$ cat config.mk
export PLATFORM = sky130hd
export DESIGN_NAME = dd_odo_div
export DESIGN_NICKNAME = d
export VERILOG_FILES = /design/src/rtl/core/dd_odo_pkg.sv /design/src/rtl/core/dd_odo_div.sv
export SDC_FILE = /design/constraint.sdc
export NUM_CORES = 1
export LEC_CHECK = 0
export ABC_AREA = 1
export BUFFER_PORTS_ARGS = -buffer_cell sky130_fd_sc_hd__buf_2
export CELL_PAD_IN_SITES_DETAIL_PLACEMENT = 1
export CELL_PAD_IN_SITES_GLOBAL_PLACEMENT = 1
export CORE_MARGIN = 2
export CORE_UTILIZATION = 37
export DETAILED_ROUTE_END_ITERATION = 16
export PLACE_DENSITY_LB_ADDON = 0.1
export REMOVE_ABC_BUFFERS = 1
export SETUP_SLACK_MARGIN = 0.5
export SLEW_MARGIN = 20
export SYNTH_ARGS = -nofsm -noshare
export SYNTH_HDL_FRONTEND = slang
export SYNTH_SLANG_ARGS = --single-unit
export TNS_END_PERCENT = 20
$ cat constraint.sdc
create_clock -name clk -period 2.7 [get_ports clk]
set_clock_uncertainty 0.1 [all_clocks]
set_input_delay 0.135 -clock clk [delete_from_list [all_inputs] [get_ports clk]]
set_output_delay 0.135 -clock clk [all_outputs]
set_load 0.05 [all_outputs]
$ cat src/rtl/core/dd_odo_pkg.sv
// Shared types, constants and the arctangent table for the odometry block.
package dd_odo_pkg;

    // Command and move kind codes
    localparam logic CMD_MOVE = 1'b0;
    localparam logic CMD_HOME = 1'b1;

    localparam logic [1:0] KIND_STRAIGHT   = 2'd0;
    localparam logic [1:0] KIND_SPIN_LEFT  = 2'd1;
    localparam logic [1:0] KIND_SPIN_RIGHT = 2'd2;
    localparam logic [1:0] KIND_NONE       = 2'd3;

    // Datapath widths
    localparam int CORDIC_W  = 56;
    localparam int ANGLE_W   = 34;
    localparam int DIV_NUM_W = 54;
    localparam int DIV_DEN_W = 22;
    localparam int MUL_A_W   = 25;
    localparam int MUL_B_W   = 33;
    localparam int MUL_P_W   = 58;
    localparam int TABLE_LEN = 28;

    // Fixed-point constants
    localparam logic [13:0] WHEELBASE_RESET = 14'd1239;
    localparam logic signed [CORDIC_W-1:0] GAIN_Q30 = 56'sd652032874;
    localparam logic [MUL_B_W-1:0] TURN_PER_RAD_Q32 = 33'd683565276;
    localparam logic [MUL_B_W-1:0] TWO_PI_Q24 = 33'd105414357;
    localparam logic [31:0] HALF_TURN = 32'h8000_0000;
    localparam logic signed [ANGLE_W-1:0] QUARTER_TURN_S = 34'sh0_4000_0000;
    localparam logic signed [ANGLE_W-1:0] HALF_TURN_S = 34'sh0_8000_0000;
    localparam logic signed [34:0] POS_MAX = 35'sd2147483647;
    localparam logic signed [34:0] POS_MIN = -35'sd2147483648;

    // Sequencer states
    typedef enum logic [4:0] {
        S_IDLE,
        S_SPIN_MUL,
        S_DIV_START,
        S_DIV_WAIT,
        S_TRIG_START,
        S_TRIG_WAIT,
        S_ADV_MUL,
        S_ADV_ADD,
        S_ADV_RND,
        S_ADV_SAT,
        S_VEC_START,
        S_VEC_WAIT,
        S_ARC_M1,
        S_ARC_LO,
        S_ARC_HI,
        S_ARC_SUM,
        S_ARC_OUT,
        S_DONE
    } seq_state_t;

    // Control from the sequencer to the CORDIC unit
    typedef struct packed {
        logic start;
        logic vectoring;
    } cordic_ctl_t;

    // Arctangent of 2^-i in units of 2^-32 turn
    function automatic logic [31:0] atan_unit(input logic [4:0] idx);
        logic [31:0] v;
        case (idx)
            5'd0:  v = 32'd536870912;
            5'd1:  v = 32'd316933406;
            5'd2:  v = 32'd167458907;
            5'd3:  v = 32'd85004756;
            5'd4:  v = 32'd42667331;
            5'd5:  v = 32'd21354465;
            5'd6:  v = 32'd10679838;
            5'd7:  v = 32'd5340245;
            5'd8:  v = 32'd2670163;
            5'd9:  v = 32'd1335087;
            5'd10: v = 32'd667544;
            5'd11: v = 32'd333772;
            5'd12: v = 32'd166886;
            5'd13: v = 32'd83443;
            5'd14: v = 32'd41722;
            5'd15: v = 32'd20861;
            5'd16: v = 32'd10430;
            5'd17: v = 32'd5215;
            5'd18: v = 32'd2608;
            5'd19: v = 32'd1304;
            5'd20: v = 32'd652;
            5'd21: v = 32'd326;
            5'd22: v = 32'd163;
            5'd23: v = 32'd81;
            5'd24: v = 32'd41;
            5'd25: v = 32'd20;
            5'd26: v = 32'd10;
            5'd27: v = 32'd5;
            default: v = 32'd0;
        endcase
        return v;
    endfunction

endpackage

$ cat src/rtl/core/dd_odo_div.sv
// Restoring divider, one quotient bit per cycle, for the spin angle.
module dd_odo_div
    import dd_odo_pkg::*;
(
    input  logic                 clk,
    input  logic                 rst_n,
    input  logic                 start,
    input  logic [DIV_NUM_W-1:0] num,
    input  logic [DIV_DEN_W-1:0] den,
    output logic                 done,
    output logic [DIV_NUM_W-1:0] quo
);
    localparam int CNT_W = $clog2(DIV_NUM_W);

    logic                 busy_reg;
    logic                 done_reg;
    logic [CNT_W-1:0]     cnt_reg;
    logic [DIV_NUM_W-1:0] num_reg;
    logic [DIV_NUM_W-1:0] quo_reg;
    logic [DIV_DEN_W-1:0] den_reg;
    logic [DIV_DEN_W-1:0] rem_reg;
    logic [DIV_DEN_W:0]   rem_sh;
    logic [DIV_DEN_W:0]   rem_diff;
    logic                 fits;

    // Shift in the next numerator bit and trial-subtract the divisor
    always_comb
    begin
        rem_sh   = {rem_reg, num_reg[DIV_NUM_W-1]};
        rem_diff = rem_sh - {1'b0, den_reg};
        fits     = (rem_sh >= {1'b0, den_reg});
    end

    // Control state
    always_ff @(posedge clk or negedge rst_n)
    begin
        if (!rst_n)
        begin
            busy_reg <= 1'b0;
            done_reg <= 1'b0;
            cnt_reg  <= '0;
        end
        else
        begin
            done_reg <= 1'b0;
            if (start)
            begin
                busy_reg <= 1'b1;
                cnt_reg  <= '0;
            end
            else if (busy_reg)
            begin
                cnt_reg <= cnt_reg + 1'b1;
                if (cnt_reg == CNT_W'(DIV_NUM_W - 1))
                begin
                    busy_reg <= 1'b0;
                    done_reg <= 1'b1;
                end
            end
        end
    end

    // Working registers
    always_ff @(posedge clk)
    begin
        if (start)
        begin
            num_reg <= num;
            den_reg <= den;
            rem_reg <= '0;
            quo_reg <= '0;
        end
        else if (busy_reg)
        begin
            num_reg <= {num_reg[DIV_NUM_W-2:0], 1'b0};
            rem_reg <= fits ? rem_diff[DIV_DEN_W-1:0] : rem_sh[DIV_DEN_W-1:0];
            quo_reg <= {quo_reg[DIV_NUM_W-2:0], fits};
        end
    end

    assign done = done_reg;
    assign quo  = quo_reg;

endmodule

==> flow_metrics.py <==
metrics = {
    "outcome": {
        "run_status": "finished, final reports clean",
    },
    "clocking": {
        "clk_path_buf_depth": 2,
        "cts-root-buf": "clkbuf_16",
        "cts_inserted_buffers": 17,
        "clk_pin_slew_ps": 70,
        "clk_latency_ps": 440,
        "cts_tree": "done",
        "htree_levels": 4,
        "cts_sinks": 160,
    },
    "logic_synthesis": {
        "synth_area_mm2": 0.00778,
        "synthTopCellsByCount": "nand2_1 (400), inv_1 (147), dfxtp_1 (76), edfxtp_1 (76), o22ai_1 (53)",
        "synth_largest_area_cell": "edfxtp_1",
        "avgSynthCellArea_um2": 8.00,
        "synth_edf_count": 76,
        "yosysTopAreaCellShare_pct": 29.3,
        "synth-async-reset-ratio_pct": 5.00,
        "synth-seq-area-share_pct": 51.5,
        "synthSimpleGateAreaFrac_pct": 27.9,
        "synth_fa_ha_area_share_pct": 4.12,
        "synthMuxAreaShare_pct": 0,
        "synth_top_family_by_area": "simple AND/OR/NAND/NOR gates",
        "synth_flop_cell": "edfxtp_1",
        "ys_types": 34,
        "synthCells": 972,
        "synth_xor_area_share_pct": 1.01,
        "synth.most_common_cell": "nand2_1",
        "ys_warn_count": 0,
        "ys_ff_latch": 160,
        "ys_top_cells_by_area": "edfxtp_1 (29%), dfxtp_1 (20%), nand2_1 (19%)",
        "synth-compound-area-share_pct": 6.24,
    },
    "worst_setup_path": {
        "crit_arrival_ps": 2500,
        "slowest_stage": "fa_2",
        "start_kind": "register",
        "cp_slowest_stage_delay_ps": 410,
        "crit_family": "simple AND/OR/NAND/NOR gates",
        "crit_required_ps": 2930,
        "worst_path_most_repeated_cell": "nand2_1",
        "path_class": "reg -> reg",
        "path_cells": "inv_1 > ha_2 > inv_2 > fa_2 > nand2_2 > nand3_2 > and2_1 > nand2_1 > nand2_1 > xor2_1 > nand2_1 > nand2_1 > nand2_1 > nand2_1",
        "rr_startpoint": "num_reg[53]$_DFFE_PP_",
        "cp-startpoint": "num_reg[53]$_DFFE_PP_",
        "worstPathBufferInverterCount": 2,
        "crit_path_end_kind": "register",
        "path_max_fanout": 3,
    },
    "sta": {
        "tightest_slew_ps": 907,
        "setup_viol": 0,
        "rsz0062_at_grt": "true",
        "fin_setup_tns_ps": 0,
        "fmax_mhz": 441,
        "holdWs_ps": 113,
        "slew_viol_final": 0,
        "post-route-period-util_pct": 84.0,
        "maxSlewHeadroom_pct": 39.5,
        "fin_crit_ps": 2270,
        "hold_viol_final": 0,
    },
    "detailed_routing": {
        "antenna_left": 0,
        "wirelength_um": 23000,
        "num_vias": 6996,
        "routedWlPerCell_um": 15.5,
        "drtIter0Drc": 256,
        "drc_errors": 0,
        "avgViaCountPerCell": 4.72,
        "dr.pass1.iters": 6,
    },
    "floorplanning": {
        "dieWidth_um": 149,
        "die_h_um": 149,
        "io_pins": 134,
        "core-area_mm2": 0.0208,
        "rows": 53,
        "start_util_pct": 37.4,
        "dieArea_mm2": 0.0222,
    },
    "hold_path": {
        "min_path_type": "in -> reg",
        "hold_start": "start",
    },
    "final_layout": {
        "syn2layout_area_growth_pct": 35.5,
        "fin_cells": 1481,
        "num_antenna_cells": 0,
        "layout-drive-gt1-share_pct": 22.6,
        "nets": 1297,
    },
    "place": {
        "portBuffers": 133,
        "dp_cells": 1362,
        "gp_congestion": 0.821,
        "dp_hpwl_um": 14800,
    },
    "power": {
        "vdd_ir_drop_max_mv": 0.401,
        "powerDensity_mw_per_mm2": 790,
        "power_leakage_nw": 5.07,
        "power_mw": 8.33,
    },
    "global_route": {
        "grt_pass1_wl_um": 37100,
        "antenna_found_initial": 0,
        "grt_pass1_vias": 7406,
        "grt_usage_pct": 21.2,
        "overflow": 0,
        "grt_start_max_net_pins": 88,
    },
    "job": {
        "maxCapViolCount": 0,
    },
}
[layout by cell type, fill, tap and decap left out, types with 2 or more instances in the layout]
cell           instances
buf_2                133
inv_6                  4
a21oi_1               14
inv_2                  8
inv_1                143
ha_1                   4
nor2_4                 5
nand3_1               37
o21bai_1               3
buf_4                 17
inv_8                  5
nand4_1                5
clkbuf_16             19
nand2_2               23
edfxtp_1              76
dfxtp_1               76
buf_12                 3
nand3b_1               4
dlygate4sd3_1         78
nor2_2                 6
nand2_1              384
ha_4                  12
o21ai_0                7
xor2_1                 9
nand3_2               10
nor2_1                24
nand2_4                4
ha_2                   8
o22ai_1               53
clkinv_8               4
a21oi_2                2
nor3_1                 7
dfrtp_1                8
[logic make-up (layout without fill, tap and decap cells)]
family / Yosys count / count (layout)
adder cells (fa/ha/maj): 25 / 25
AO/OA/AOI/OAI: 80 / 80
AND/OR/NAND/NOR: 515 / 515
buffers and inverters: 183 / 417
flip-flops: 160 / 160
XOR/XNOR: 9 / 9
[routing by layer]
layer / vias up / part of all wire [%] / global-route usage (%)
li1: 3520 / - / -
met1: 3336 / 44 / 26.2
met2: 121 / 50 / 37.0
met3: 19 / 4.7 / 5.93
met4: 0 / 1.1 / 4.67
met5: - / 0 / 0
[worst reg2reg max path: cells and delay by family (launching register included)]
kind,cells,cell delay (ps)
xor gates and xnor gates,1,170
adders and majority gates,2,590
buffers and inverters,2,130
DFF,1,390
and+or+nand+nor,9,780
[what timing repair did]
action | CTS | global route
endpoints found under the setup margin | 45 | 45
buffers inserted | 4 | 4
hold endpoints to repair | 84 | 0
hold buffers | 78 | 0
gates cloned | 0 | 1
resized for setup | 4 | 62
pin swaps | 1 | 11
[layout make-up]
class	instances	area (um2)
clock inverter	14	159
clock buffer	18	450
sequential	160	4000
inverter	153	579
tap	275	344
fill	2529	10300
multi-input combinational	629	3340
timing repair buffer	232	1660
[metrics by stage]
| step | setup slack [ps] | area (um2) | utilization [%] |
|---|---|---|---|
| final | 433 | 10500 | 50.6 |
| after global routing | 307 | 10500 | 50.6 |
| after CTS | 466 | 10200 | 49.0 |
| after detailed placement | 310 | 8760 | 42.1 |
| after global placement | 406 | 8760 | 42.1 |
| after floorplan | 80.8 | 7630 | - |
[worst paths after layout]
kind                                            to  slack [ps]  cells after the start
min reg2reg                   quo[53]$_SDFFE_PP0P_         370                      2
max in group asynchronous   cnt_reg[5]$_DFFE_PN0P_        1620                      3
min                         cnt_reg[2]$_DFFE_PN0P_         110                      3
max                        rem_reg[6]$_SDFFE_PP0P_         430                     14
max reg2reg                rem_reg[6]$_SDFFE_PP0P_         430                     14
min in group asynchronous   cnt_reg[0]$_DFFE_PN0P_         590                      3
[power by group]
part	internal (mW)	total (mW)	switching [mW]
sequential	2.79	2.97	0.180
combinational	1.18	2.87	1.69
clock	1.30	2.48	1.18
Power figures use the tool's default switching activity.
